## config.mk

```make
export PLATFORM = sky130hd
export DESIGN_NAME = keyboard_report_make_break
export DESIGN_NICKNAME = d
export VERILOG_FILES = /design/src/rtl/kbd_mb_pkg.sv /design/src/rtl/keyboard_report_make_break.sv
export SDC_FILE = /design/constraint.sdc
export NUM_CORES = 1
export LEC_CHECK = 0
export BUFFER_PORTS_ARGS = -buffer_cell sky130_fd_sc_hd__buf_2
export CAP_MARGIN = 40
export CORE_ASPECT_RATIO = 1.75
export CORE_UTILIZATION = 25
export DETAILED_ROUTE_END_ITERATION = 10
export PLACE_DENSITY = 0.45
export SLEW_MARGIN = 20
export SYNTH_ARGS = -nofsm -noshare
export SYNTH_HDL_FRONTEND = slang
export SYNTH_SLANG_ARGS = --single-unit
```

## constraint.sdc

```tcl
create_clock -name i_clk -period 4.15 [get_ports i_clk]
set_input_delay 0.415 -clock i_clk [delete_from_list [all_inputs] [get_ports i_clk]]
set_output_delay 0.415 -clock i_clk [all_outputs]
set_load 0.01 [all_outputs]
```

## src/rtl/kbd_mb_pkg.sv

```systemverilog
// Shared constants and types for the boot keyboard report differ.
// Used by keyboard_report_make_break and its testbench; depends on nothing.
`default_nettype none

package kbd_mb_pkg;

    localparam int KEY_SLOTS   = 6;   // slots kept in the previous report
    localparam int INPUT_SLOTS = 6;   // slots carried on the input ports
    localparam int MOD_BITS    = 8;
    localparam int USAGE_W     = 8;

    localparam int SLOT_W = (KEY_SLOTS > 1) ? $clog2(KEY_SLOTS) : 1;
    localparam int IDX_W  = (SLOT_W > 3) ? SLOT_W : 3;

    localparam logic [USAGE_W-1:0] MOD_USAGE_BASE = 8'hE0;
    localparam logic [USAGE_W-1:0] USAGE_EMPTY    = 8'h00;

    typedef logic [USAGE_W-1:0] t_usage;
    typedef logic [IDX_W-1:0]   t_idx;
    typedef logic [SLOT_W-1:0]  t_slot;

endpackage

`default_nettype wire

```

## src/rtl/keyboard_report_make_break.sv

```systemverilog
// Boot keyboard report differ: top level, sequencer and shared key compare unit.
// Depends on kbd_mb_pkg.
//
// Usage:
//   Input channel (i_valid / o_stall): one boot keyboard report per
//   transaction, a modifier byte and six key usage slots. A transaction is
//   taken at a clock edge with i_valid high and o_stall low.
//   Output channel (o_valid / i_stall): one key event per transaction: usage,
//   make/break, the report's modifier byte and a last flag on the final
//   event of the report. A report identical to the previous one yields none.
//   Event order: changed modifier bits 0..7 (usage 0xE0 + bit), then makes
//   for new keys in slot order, then breaks for released keys in slot order.
// Timing:
//   The sequencer walks 8 modifier bits, then 2 x KEY_SLOTS slot checks, one
//   per cycle while no receiver stall freezes it, through one compare unit (a
//   candidate usage vs all slots of the other report), then a flush state.
//   o_stall is high from the accepting edge through the flush, so a new
//   report is taken only once the previous one has been flushed. An event
//   waits in a hold register until the next one is found or the flush comes,
//   which settles its last flag, and then moves to the output register.
//   Receiver stall freezes the walk when an event must move out and the
//   output register is still full.
// Reset:
//   Synchronous, active low. The previous report (modifiers and keys) is
//   cleared to zero and both channels go idle.
`default_nettype none

module keyboard_report_make_break (
    input  wire logic       i_clk,
    input  wire logic       i_rst_n,
    // report in
    input  wire logic       i_valid,
    output logic            o_stall,
    input  wire logic [7:0] i_modifier_bits,
    input  wire logic [7:0] i_key_slot0,
    input  wire logic [7:0] i_key_slot1,
    input  wire logic [7:0] i_key_slot2,
    input  wire logic [7:0] i_key_slot3,
    input  wire logic [7:0] i_key_slot4,
    input  wire logic [7:0] i_key_slot5,
    // key events out
    output logic            o_valid,
    input  wire logic       i_stall,
    output logic [7:0]      o_usage_code,
    output logic            o_is_make,
    output logic [7:0]      o_current_modifiers,
    output logic            o_last_event
);

    typedef enum logic [2:0] {
        S_IDLE,
        S_MOD,     // walk modifier bits
        S_MAKE,    // current slots vs previous report
        S_BREAK,   // previous slots vs current report
        S_FLUSH    // push the held event out as last
    } t_state;

    t_state                 r_state;
    kbd_mb_pkg::t_idx       r_idx;
    logic [7:0]             r_mods;
    logic [7:0]             r_prev_mods;
    kbd_mb_pkg::t_usage     r_cur  [kbd_mb_pkg::KEY_SLOTS];
    kbd_mb_pkg::t_usage     r_prev [kbd_mb_pkg::KEY_SLOTS];

    // one-event hold so the last flag can be decided
    logic                   r_hold_valid;
    kbd_mb_pkg::t_usage     r_hold_usage;
    logic                   r_hold_make;

    // output register
    logic                   r_out_valid;
    kbd_mb_pkg::t_usage     r_out_usage;
    logic                   r_out_make;
    logic [7:0]             r_out_mods;
    logic                   r_out_last;

    kbd_mb_pkg::t_usage     w_in   [kbd_mb_pkg::INPUT_SLOTS];
    kbd_mb_pkg::t_usage     w_load [kbd_mb_pkg::KEY_SLOTS];
    kbd_mb_pkg::t_slot      w_slot;
    logic [2:0]             w_bit;
    kbd_mb_pkg::t_usage     w_cand;
    logic                   w_hit;
    logic                   w_found;
    kbd_mb_pkg::t_usage     w_ev_usage;
    logic                   w_ev_make;
    logic                   w_scan;
    logic                   w_out_free;
    logic                   w_advance;
    logic                   w_swap;
    logic                   w_flush_push;
    logic                   w_flush_done;
    logic                   w_phase_end;

    assign w_in[0] = i_key_slot0;
    assign w_in[1] = i_key_slot1;
    assign w_in[2] = i_key_slot2;
    assign w_in[3] = i_key_slot3;
    assign w_in[4] = i_key_slot4;
    assign w_in[5] = i_key_slot5;

    // slots past the input ports read as empty
    for (genvar g = 0; g < kbd_mb_pkg::KEY_SLOTS; g++) begin : g_load
        if (g < kbd_mb_pkg::INPUT_SLOTS) begin : g_port
            assign w_load[g] = w_in[g];
        end else begin : g_empty
            assign w_load[g] = kbd_mb_pkg::USAGE_EMPTY;
        end
    end

    assign w_slot = r_idx[kbd_mb_pkg::SLOT_W-1:0];
    assign w_bit  = r_idx[2:0];

    // Shared compare unit: one candidate against every slot of the other report.
    always_comb begin
        w_cand = (r_state == S_BREAK) ? r_prev[w_slot] : r_cur[w_slot];
        w_hit  = 1'b0;
        for (int k = 0; k < kbd_mb_pkg::KEY_SLOTS; k++) begin
            if (r_state == S_BREAK) begin
                if (r_cur[k] == w_cand) w_hit = 1'b1;
            end else begin
                if (r_prev[k] == w_cand) w_hit = 1'b1;
            end
        end
    end

    always_comb begin
        w_found    = 1'b0;
        w_ev_usage = w_cand;
        w_ev_make  = 1'b0;
        unique case (r_state)
            S_MOD: begin
                w_found    = r_mods[w_bit] ^ r_prev_mods[w_bit];
                w_ev_usage = kbd_mb_pkg::MOD_USAGE_BASE + {5'b0, w_bit};
                w_ev_make  = r_mods[w_bit];
            end
            S_MAKE: begin
                w_found   = (w_cand != kbd_mb_pkg::USAGE_EMPTY) && !w_hit;
                w_ev_make = 1'b1;
            end
            S_BREAK: begin
                w_found   = (w_cand != kbd_mb_pkg::USAGE_EMPTY) && !w_hit;
                w_ev_make = 1'b0;
            end
            default: begin
                w_found = 1'b0;
            end
        endcase
    end

    assign w_scan       = (r_state == S_MOD) || (r_state == S_MAKE) || (r_state == S_BREAK);
    assign w_out_free   = !r_out_valid || !i_stall;
    // a found event with a full hold needs room in the output register
    assign w_advance    = w_scan && (!w_found || !r_hold_valid || w_out_free);
    assign w_swap       = w_scan && w_found && r_hold_valid && w_out_free;
    assign w_flush_push = (r_state == S_FLUSH) && r_hold_valid && w_out_free;
    assign w_flush_done = (r_state == S_FLUSH) && (!r_hold_valid || w_out_free);
    assign w_phase_end  = (r_state == S_MOD)
                        ? (r_idx == kbd_mb_pkg::t_idx'(kbd_mb_pkg::MOD_BITS - 1))
                        : (r_idx == kbd_mb_pkg::t_idx'(kbd_mb_pkg::KEY_SLOTS - 1));

    always_ff @(posedge i_clk) begin
        if (!i_rst_n) begin
            r_state      <= S_IDLE;
            r_idx        <= '0;
            r_prev_mods  <= '0;
            r_hold_valid <= 1'b0;
            r_out_valid  <= 1'b0;
            for (int k = 0; k < kbd_mb_pkg::KEY_SLOTS; k++) begin
                r_prev[k] <= kbd_mb_pkg::USAGE_EMPTY;
            end
        end else begin
            // output register
            if (w_swap || w_flush_push) begin
                r_out_valid <= 1'b1;
                r_out_usage <= r_hold_usage;
                r_out_make  <= r_hold_make;
                r_out_mods  <= r_mods;
                r_out_last  <= w_flush_push;
            end else if (!i_stall) begin
                r_out_valid <= 1'b0;
            end

            // hold register
            if (w_advance && w_found) begin
                r_hold_valid <= 1'b1;
                r_hold_usage <= w_ev_usage;
                r_hold_make  <= w_ev_make;
            end else if (w_flush_push) begin
                r_hold_valid <= 1'b0;
            end

            // sequencer
            unique case (r_state)
                S_IDLE: begin
                    if (i_valid) begin
                        r_mods  <= i_modifier_bits;
                        r_idx   <= '0;
                        r_state <= S_MOD;
                        for (int k = 0; k < kbd_mb_pkg::KEY_SLOTS; k++) begin
                            r_cur[k] <= w_load[k];
                        end
                    end
                end
                S_MOD, S_MAKE, S_BREAK: begin
                    if (w_advance) begin
                        if (w_phase_end) begin
                            r_idx <= '0;
                            unique case (r_state)
                                S_MOD:   r_state <= S_MAKE;
                                S_MAKE:  r_state <= S_BREAK;
                                default: r_state <= S_FLUSH;
                            endcase
                        end else begin
                            r_idx <= r_idx + kbd_mb_pkg::t_idx'(1);
                        end
                    end
                end
                S_FLUSH: begin
                    if (w_flush_done) begin
                        r_prev_mods <= r_mods;
                        for (int k = 0; k < kbd_mb_pkg::KEY_SLOTS; k++) begin
                            r_prev[k] <= r_cur[k];
                        end
                        r_state <= S_IDLE;
                    end
                end
                default: begin
                    r_state <= S_IDLE;
                end
            endcase
        end
    end

    assign o_stall             = (r_state != S_IDLE);
    assign o_valid             = r_out_valid;
    assign o_usage_code        = r_out_usage;
    assign o_is_make           = r_out_make;
    assign o_current_modifiers = r_out_mods;
    assign o_last_event        = r_out_last;

    // ---------------------------------------------------------------- checks

    // nothing may be left in the hold register between reports
    a_idle_hold_empty: assert property (@(posedge i_clk) disable iff (!i_rst_n)
        (r_state == S_IDLE) |-> !r_hold_valid)
        else $error("hold register not empty in idle");

    // a non-final event on the output always has a successor waiting
    a_not_last_has_next: assert property (@(posedge i_clk) disable iff (!i_rst_n)
        (r_out_valid && !r_out_last) |-> r_hold_valid)
        else $error("non-final event without a following event");

    // slot walk stays inside the slot range
    a_slot_range: assert property (@(posedge i_clk) disable iff (!i_rst_n)
        ((r_state == S_MAKE) || (r_state == S_BREAK))
            |-> (r_idx <= kbd_mb_pkg::t_idx'(kbd_mb_pkg::KEY_SLOTS - 1)))
        else $error("slot index out of range");

    // the previous report only changes when a report finishes
    a_prev_update: assert property (@(posedge i_clk) disable iff (!i_rst_n)
        (r_state != S_FLUSH) |=> $stable(r_prev_mods))
        else $error("previous modifiers changed outside flush");

endmodule

`default_nettype wire

```

# [Word level (Yosys, flattened, before mapping)]
# Memory sizes are Yosys's and may differ from the RTL's. A register that Yosys moved wholly into a read port is not among the register bits.
# Cells that the tools add are included.
# Widths: inputs -> output; s select.
[op_classes] n_addsub=2 n_lt_le_gt_ge=1 n_eq_ne=23 mux=60 n_bitwise=7 n_reduce_logical=34
[op_table] cell="$eq 8x8->1" count=12
[op_table] cell="$mux 8" count=8
[op_table] cell="$mux 1" count=34
[op_table] cell="$mux 3" count=11
[op_table] cell="$pmux 3 s2" count=2
[op_table] cell="$eq 3x3->1 const B" count=3
[op_table] cell="$logic_and 1x1->1" count=9
[op_table] cell="$pmux 3 s3" count=1
[op_table] cell="$ne 2x2->1 const B" count=4
[op_table] cell="$reduce_bool 8->1" count=1
[op_table] cell="$add 6x4->7 const A" count=1
[op_table] cell="$logic_or 1x1->1" count=7
[op_table] cell="$bmux 1 s3" count=2
[op_table] cell="$eq 3x2->1 const B" count=2
[op_table] cell="$or 1x1->1" count=6
[op_table] cell="$reduce_and 2->1" count=3
[op_table] cell="$reduce_and 3->1" count=2
[op_table] cell="$logic_not 1->1" count=5
[op_table] cell="$lt 3x4->1 const B" count=1
[op_table] cell="$pmux 1 s2" count=2
[op_table] cell="$reduce_and 4->1" count=1
[op_table] cell="$reduce_bool 2->1" count=2
[op_table] cell="$add 3x1->3 const B" count=1
[op_table] cell="$eq 3x1->1 const B" count=1
[op_table] cell="6 further kinds" count=6
[totals] ff_bits=51 ram_bits=96 input_bits=60 out_inout_bits=20 word_cells=141 n_memories=2
[memory_table] name="r_cur" words=6 word_bits=8 rd=7 rd_clocked_by_memory_dff=1 write_ports=6 line_no="keyboard_report_make_break.sv:62" rtl="kbd_mb_pkg::t_usage r_cur [kbd_mb_pkg::KEY_SLOTS];"
[memory_table] name="r_prev" words=6 word_bits=8 rd=7 rd_clocked_by_memory_dff=1 write_ports=6 line_no="keyboard_report_make_break.sv:63" rtl="kbd_mb_pkg::t_usage r_prev [kbd_mb_pkg::KEY_SLOTS];"

# [Longest topological paths before layout]
[logic_depth] word_depth=26 ltp_mapped=14 depth_no_buf=10

# [Worst setup path after synthesis]
# OpenSTA, ideal clock, no wires.
[synth_path] kind="reg-to-reg" startpoint="reg with a tool-made name" endpoint="reg r_out_mods[0], in the netlist o_current_modifiers[0] (enable)" setup_ps=420 arrival_time_ps=3828 required_time_ps=3730 slack_ps=-98 path_stages_with_launch=12 n_path_buf=3 period_less_slack_ps=4248 cell_sequence="dfxtp_1 > buf_6 > buf_4 > mux4_2 > a221o_1 > buf_6 > xor2_1 > nand4_1 > nor4_1 > a2111oi_4 > a21oi_2 > nor3b_1"
[synth_rtl] item="end signal: assignment" line_no="keyboard_report_make_break.sv:177" rtl="r_out_mods <= r_mods;"
[synth_rtl] item="end: declaration" line_no="keyboard_report_make_break.sv:74" rtl="logic [7:0] r_out_mods;"

# [Worst setup path after layout]
[layout_path] startpoint="reg r_state[0]" endpoint="reg r_hold_usage[5] (enable)"
[layout_via] elab_chain_cells=24 elab_cells_between_ends=47 classes_between="15 x eq/ne; 20 x mux; 12 x reduce/logical"
[layout_lines] item="start: declaration" line_no="keyboard_report_make_break.sv:58" rtl="t_state r_state;"
[layout_lines] item="start signal: assignment" line_no="keyboard_report_make_break.sv:163" rtl="r_state <= S_IDLE;"
[layout_lines] item="start signal: assignment" line_no="keyboard_report_make_break.sv:198" rtl="r_state <= S_MOD;"
[layout_lines] item="start signal: assignment" line_no="keyboard_report_make_break.sv:209" rtl="S_MOD: r_state <= S_MAKE;"
[layout_lines] item="$eq 3x2->1"
[layout_lines] item="$mux 8" line_no="keyboard_report_make_break.sv:115" rtl="w_cand = (r_state == S_BREAK) ? r_prev[w_slot] : r_cur[w_slot];"
[layout_lines] item="$eq 8x8->1, on equally long branches" line_no="keyboard_report_make_break.sv:121, keyboard_report_make_break.sv:119"
[layout_lines] item="$mux 1, on equally long branches" line_no="keyboard_report_make_break.sv:121, keyboard_report_make_break.sv:119"
[layout_lines] item="$mux 1" line_no="keyboard_report_make_break.sv:118" rtl="if (r_state == S_BREAK) begin"
[layout_lines] item="$mux 1, on equally long branches" line_no="keyboard_report_make_break.sv:121, keyboard_report_make_break.sv:119"
[layout_lines] item="$mux 1" line_no="keyboard_report_make_break.sv:118"
[layout_lines] item="$mux 1, on equally long branches" line_no="keyboard_report_make_break.sv:121, keyboard_report_make_break.sv:119"
[layout_lines] item="[... 7 more ...]"
[layout_lines] item="$logic_not 1->1" line_no="keyboard_report_make_break.sv:137, keyboard_report_make_break.sv:141"
[layout_lines] item="$logic_and 1x1->1" line_no="keyboard_report_make_break.sv:137, keyboard_report_make_break.sv:141"
[layout_lines] item="$pmux 1 s2" line_no="keyboard_report_make_break.sv:130" rtl="unique case (r_state)"
[layout_lines] item="$logic_not 1->1" line_no="keyboard_report_make_break.sv:153" rtl="assign w_advance = w_scan && (!w_found || !r_hold_valid || w_out_free);"
[layout_lines] item="$logic_or 1x1->1 (2 in series)" line_no="keyboard_report_make_break.sv:153"
[layout_lines] item="$logic_and 1x1->1" line_no="keyboard_report_make_break.sv:153"
[layout_lines] item="$logic_and 1x1->1 (*)" line_no="keyboard_report_make_break.sv:184" rtl="if (w_advance && w_found) begin"
[layout_lines] item="$reduce_and 2->1 (no line) (*)"
[layout_lines] item="end signal: assignment" line_no="keyboard_report_make_break.sv:186" rtl="r_hold_usage <= w_ev_usage;"
[layout_lines] item="end: declaration" line_no="keyboard_report_make_break.sv:67" rtl="kbd_mb_pkg::t_usage r_hold_usage;"
# Mark *: on every way between the ends. The rest lies on a longest branch, timed or not.
# A chain may end at the register's enable or synchronous reset.

==> impl_results.html <==
<table>
<tr><th>Metric</th><th>Value</th></tr>
<tr><th colspan="2">Floorplan</th></tr>
<tr><td>Vert. Die Dim</td><td>227 µm</td></tr>
<tr><td>Area enclosed by the die boundary</td><td>29600 µm²</td></tr>
<tr><td>Standard cell core area</td><td>about 29000 µm²</td></tr>
<tr><td>Initial core utilization</td><td>0.253</td></tr>
<tr><td>Standard-cell row count</td><td>82</td></tr>
<tr><td>Width of the chip</td><td>131 µm</td></tr>
<tr><td>Top Ports</td><td>80</td></tr>
<tr><th colspan="2">Placed design</th></tr>
<tr><td>Hpwl dp</td><td>between 10 and 15 mm</td></tr>
<tr><td>Input/output buffers</td><td>79</td></tr>
<tr><td>Gp weighted congestion</td><td>between 0.8 and 0.9</td></tr>
<tr><th colspan="2">Finish</th></tr>
<tr><td>Most used cells in the layout excluding fill and tap cells</td><td>edfxtp_1, buf_2, mux2i_1</td></tr>
<tr><td>Number of nets in the final layout</td><td>approximately 630</td></tr>
<tr><td>Share of post-route cells with drive strength above 1</td><td>0.301</td></tr>
<tr><td>Growth of design area from synthesis to finish</td><td>20.9%</td></tr>
<tr><td>Filler Cells Inserted</td><td>just under 3000</td></tr>
<tr><td>Most frequent standard cell in the layout excluding fill and tap cells</td><td>edfxtp_1</td></tr>
<tr><td>Diodes inserted</td><td>0</td></tr>
<tr><th colspan="2">Power and ir drop</th></tr>
<tr><td>Leakage power total</td><td>3.37 nW</td></tr>
<tr><td>Power density over the cells</td><td>567 nW/µm²</td></tr>
<tr><td>Worst VDD drop</td><td>369 µV</td></tr>
<tr><td>Overall power</td><td>between 0.004 and 0.005 W</td></tr>
<tr><th colspan="2">Yosys</th></tr>
<tr><td>Warning count from the yosys run</td><td>0</td></tr>
<tr><td>Count of cell types in the netlist</td><td>46</td></tr>
<tr><td>Predominant post-synthesis flop cell</td><td>edfxtp_1</td></tr>
<tr><td>Post-Synthesis Cells</td><td>484</td></tr>
<tr><td>Leading post-synthesis cells by cell area</td><td>edfxtp_1, mux4_2, mux2i_1</td></tr>
<tr><td>Post-synth ARST share</td><td>0</td></tr>
<tr><td>Post-synth design cell area</td><td>7230 µm²</td></tr>
<tr><td>Number of nets produced by synthesis</td><td>545</td></tr>
<tr><td>Number of storage elements in the synthesis netlist</td><td>150</td></tr>
<tr><td>Avg Synthesized Cell Area</td><td>14.9 µm²</td></tr>
<tr><td>Share of synthesized area occupied by flip-flops and latches</td><td>0.597</td></tr>
<tr><td>Top cell type's share of synthesized area</td><td>0.544</td></tr>
<tr><td>Number of enable flip-flop cells after synthesis</td><td>131</td></tr>
<tr><td>Cell type with the largest total area after synthesis</td><td>edfxtp_1</td></tr>
<tr><th colspan="2">Setup path</th></tr>
<tr><td>Biggest fanout along the worst timing path</td><td>32</td></tr>
<tr><td>Data arrival time of the worst path</td><td>3890 ps</td></tr>
<tr><td>WP data required</td><td>between 4000 and 5000 ps</td></tr>
<tr><td>Category of the worst setup path capture point</td><td>flop</td></tr>
<tr><td>Category of the critical setup timing path</td><td>flop to flop</td></tr>
<tr><td>Kind of launch point of the worst setup path</td><td>flop</td></tr>
<tr><th colspan="2">Outcome</th></tr>
<tr><td>Status</td><td>completed</td></tr>
<tr><th colspan="2">Clock tree</th></tr>
<tr><td>Buffer type at the clock tree root</td><td>clkbuf_16</td></tr>
<tr><td>CTS tree</td><td>done</td></tr>
<tr><td>CTS buffer count</td><td>17</td></tr>
<tr><td>Sinks on the clock net</td><td>150</td></tr>
<tr><td>Maximum root-to-sink buffer count</td><td>2</td></tr>
<tr><td>Clock-pin transition on the worst setup and hold timing paths</td><td>60 ps</td></tr>
<tr><td>Post-cts hold buffer count</td><td>0</td></tr>
<tr><td>Clock H-tree levels</td><td>4</td></tr>
<tr><td>Post-cts gate resize count</td><td>0</td></tr>
<tr><td>Setup repair bufs after CTS</td><td>0</td></tr>
<tr><td>Clock network latency to the later pin of the worst-skew pair</td><td>440 ps</td></tr>
<tr><th colspan="2">STA</th></tr>
<tr><td>Transition time at the pin with the least slew margin</td><td>722 ps</td></tr>
<tr><td>Final critical delay including setup and external delays</td><td>3830 ps</td></tr>
<tr><td>Final period util</td><td>0.923</td></tr>
<tr><td>Final Skew</td><td>7.78 ps</td></tr>
<tr><td>Number of endpoints with negative hold slack in the final report</td><td>0</td></tr>
<tr><td>Fmax</td><td>0.261 GHz</td></tr>
<tr><td>Pins over their slew limit</td><td>0</td></tr>
<tr><td>Max transition margin</td><td>0.517</td></tr>
<tr><td>Final TNS setup</td><td>0 ps</td></tr>
<tr><td>Count of final setup violators</td><td>0</td></tr>
<tr><td>Unrepaired setup endpoints after global routing</td><td>false</td></tr>
<tr><th colspan="2">Routing</th></tr>
<tr><td>Routed wire length per instance</td><td>around 18 µm</td></tr>
<tr><td>Number of DRC markers after the initial detailed-route iteration</td><td>306</td></tr>
<tr><td>DR vias</td><td>4280</td></tr>
<tr><td>Drt drc</td><td>0</td></tr>
<tr><td>Post-DR vias/cell</td><td>between 4 and 5</td></tr>
<tr><td>Final wirelength</td><td>17.3 mm</td></tr>
<tr><td>Router iterations before antenna repair</td><td>4</td></tr>
<tr><td>Number of antenna-violating nets in the routed design</td><td>0</td></tr>
<tr><th colspan="2">Min path</th></tr>
<tr><td>Hold WC Path Type</td><td>input pin to flop</td></tr>
<tr><th colspan="2">GRT</th></tr>
<tr><td>GRT Total Usage</td><td>0.125</td></tr>
<tr><td>Aggregate global routing overflow</td><td>0</td></tr>
<tr><td>First-pass GRT wire length</td><td>26.5 mm</td></tr>
<tr><td>Vias in the first global route</td><td>4700</td></tr>
<tr><td>Largest net degree at the start of global routing</td><td>57</td></tr>
<tr><td>Antenna violations before repair</td><td>0</td></tr>
<tr><th colspan="2">Job</th></tr>
<tr><td>Max Cap Viol</td><td>0</td></tr>
</table>
==> worst paths after layout <==
kind	endpoint	slack, ps	from	depth (start not counted)
hold / removal	r_cur[5][5]$_DFFE_PP_	150	i_key_slot5[5]	1
hold reg to reg	o_usage_code[5]$_DFFE_PP_	430	r_hold_usage[5]$_SDFFCE_PP1P_	0
setup reg to reg	r_hold_usage[5]$_SDFFCE_PP1P_	320	r_state[0]$_SDFFE_PN0P_	10
setup / recovery	r_hold_usage[5]$_SDFFCE_PP1P_	320	r_state[0]$_SDFFE_PN0P_	10
==> per-layer routing <==
layer / part of all wire / vias up / wire length (µm) / global-route usage
li1: - / 2016 / - / -
met1: 0.35 / 2130 / 6080 / 0.124
met2: 0.58 / 111 / 9950 / 0.238
met5: 0 / - / 0 / 0
met4: 0.028 / 0 / 485 / 0.0634
met3: 0.043 / 23 / 741 / 0.0287
==> cell type report <==
cell class              instances  area [µm²]  share of cell area
clock inverters                 7        51.3             0.00587
well taps                     378         473              0.0541
multi-input cells             295        2690               0.308
clock buffers                  25         571              0.0653
repair buffers                104         621              0.0710
inverters                       4        15.0             0.00172
flip-flops and latches        150        4310               0.494
==> report_power, final <==
group,internal [W],switching (W)
combinational,0.000632,0.000761
sequential,0.00186,0.000126
clock,0.000958,0.000616
==> through the flow <==
| stage | hold WS [ps] | setup WS (ps) | util | cell area [µm²] | std cells |
|---|---|---|---|---|---|
| detailed placement | 415 | 379 | 0.284 | 8110 | 930 |
| global route | 124 | 120 | 0.306 | 8740 | 963 |
| finish | 148 | 321 | 0.306 | 8740 | 963 |
| floorplan | 400 | 536 | - | 7230 | 484 |
| CTS | 123 | 347 | 0.306 | 8730 | 962 |
| global placement | 410 | 431 | 0.284 | 8110 | 930 |
==> registers in the layout, indices dropped and copies added, names as in the netlist, named ones only <==
register,flops
r_idx,3
o_last_event,1
o_usage_code,8
r_hold_usage,8
r_hold_valid,1
r_mods,8
r_state,3
o_is_make,1
o_current_modifiers,8
r_cur,48
r_prev,48
r_prev_mods,8
r_hold_make,1
o_valid,1
==> Yosys cell counts (all sizes together) (2+ instances only) <==
| library cell | number |
|---|---|
| nor3b | 8 |
| buf | 21 |
| or3 | 3 |
| nand2 | 16 |
| o211ai | 2 |
| nand3 | 2 |
| nor3 | 5 |
| a22o | 8 |
| xnor2 | 16 |
| o22ai | 2 |
| and2 | 49 |
| a221o | 7 |
| nor2b | 3 |
| nor4 | 9 |
| nand4 | 6 |
| clkbuf | 14 |
| mux2 | 5 |
| o21ai | 4 |
| inv | 3 |
| or2 | 3 |
| dfxtp | 19 |
| a32o | 2 |
| mux2i | 51 |
| a21oi | 6 |
| edfxtp | 131 |
| nand3b | 3 |
| mux4 | 28 |
| xor2 | 34 |
| nor2 | 13 |
==> critical path, stage by stage (launching register included) <==
cell and delay (ps):
dfxtp_1 450, nand3b_1 170, buf_12 180, buf_12 180
mux4_2 330, a221o_1 550, xnor2_1 330, nor4_1 130
a2111oi_4 430, a21boi_2 110, nor2_1 570
==> kinds of logic after synthesis <==
| kind of cell | synth area share |
|---|---|
| AO/OA/AOI/OAI | 0.0462 |
| XOR/XNOR | 0.0606 |
| adder cells (fa/ha/maj) | 0.00173 |
| buffers and inverters | 0.0329 |
| flip-flops | 0.597 |
| multiplexers | 0.166 |
| AND/OR/NAND/NOR | 0.0957 |
Power figures use the tool's default switching activity.
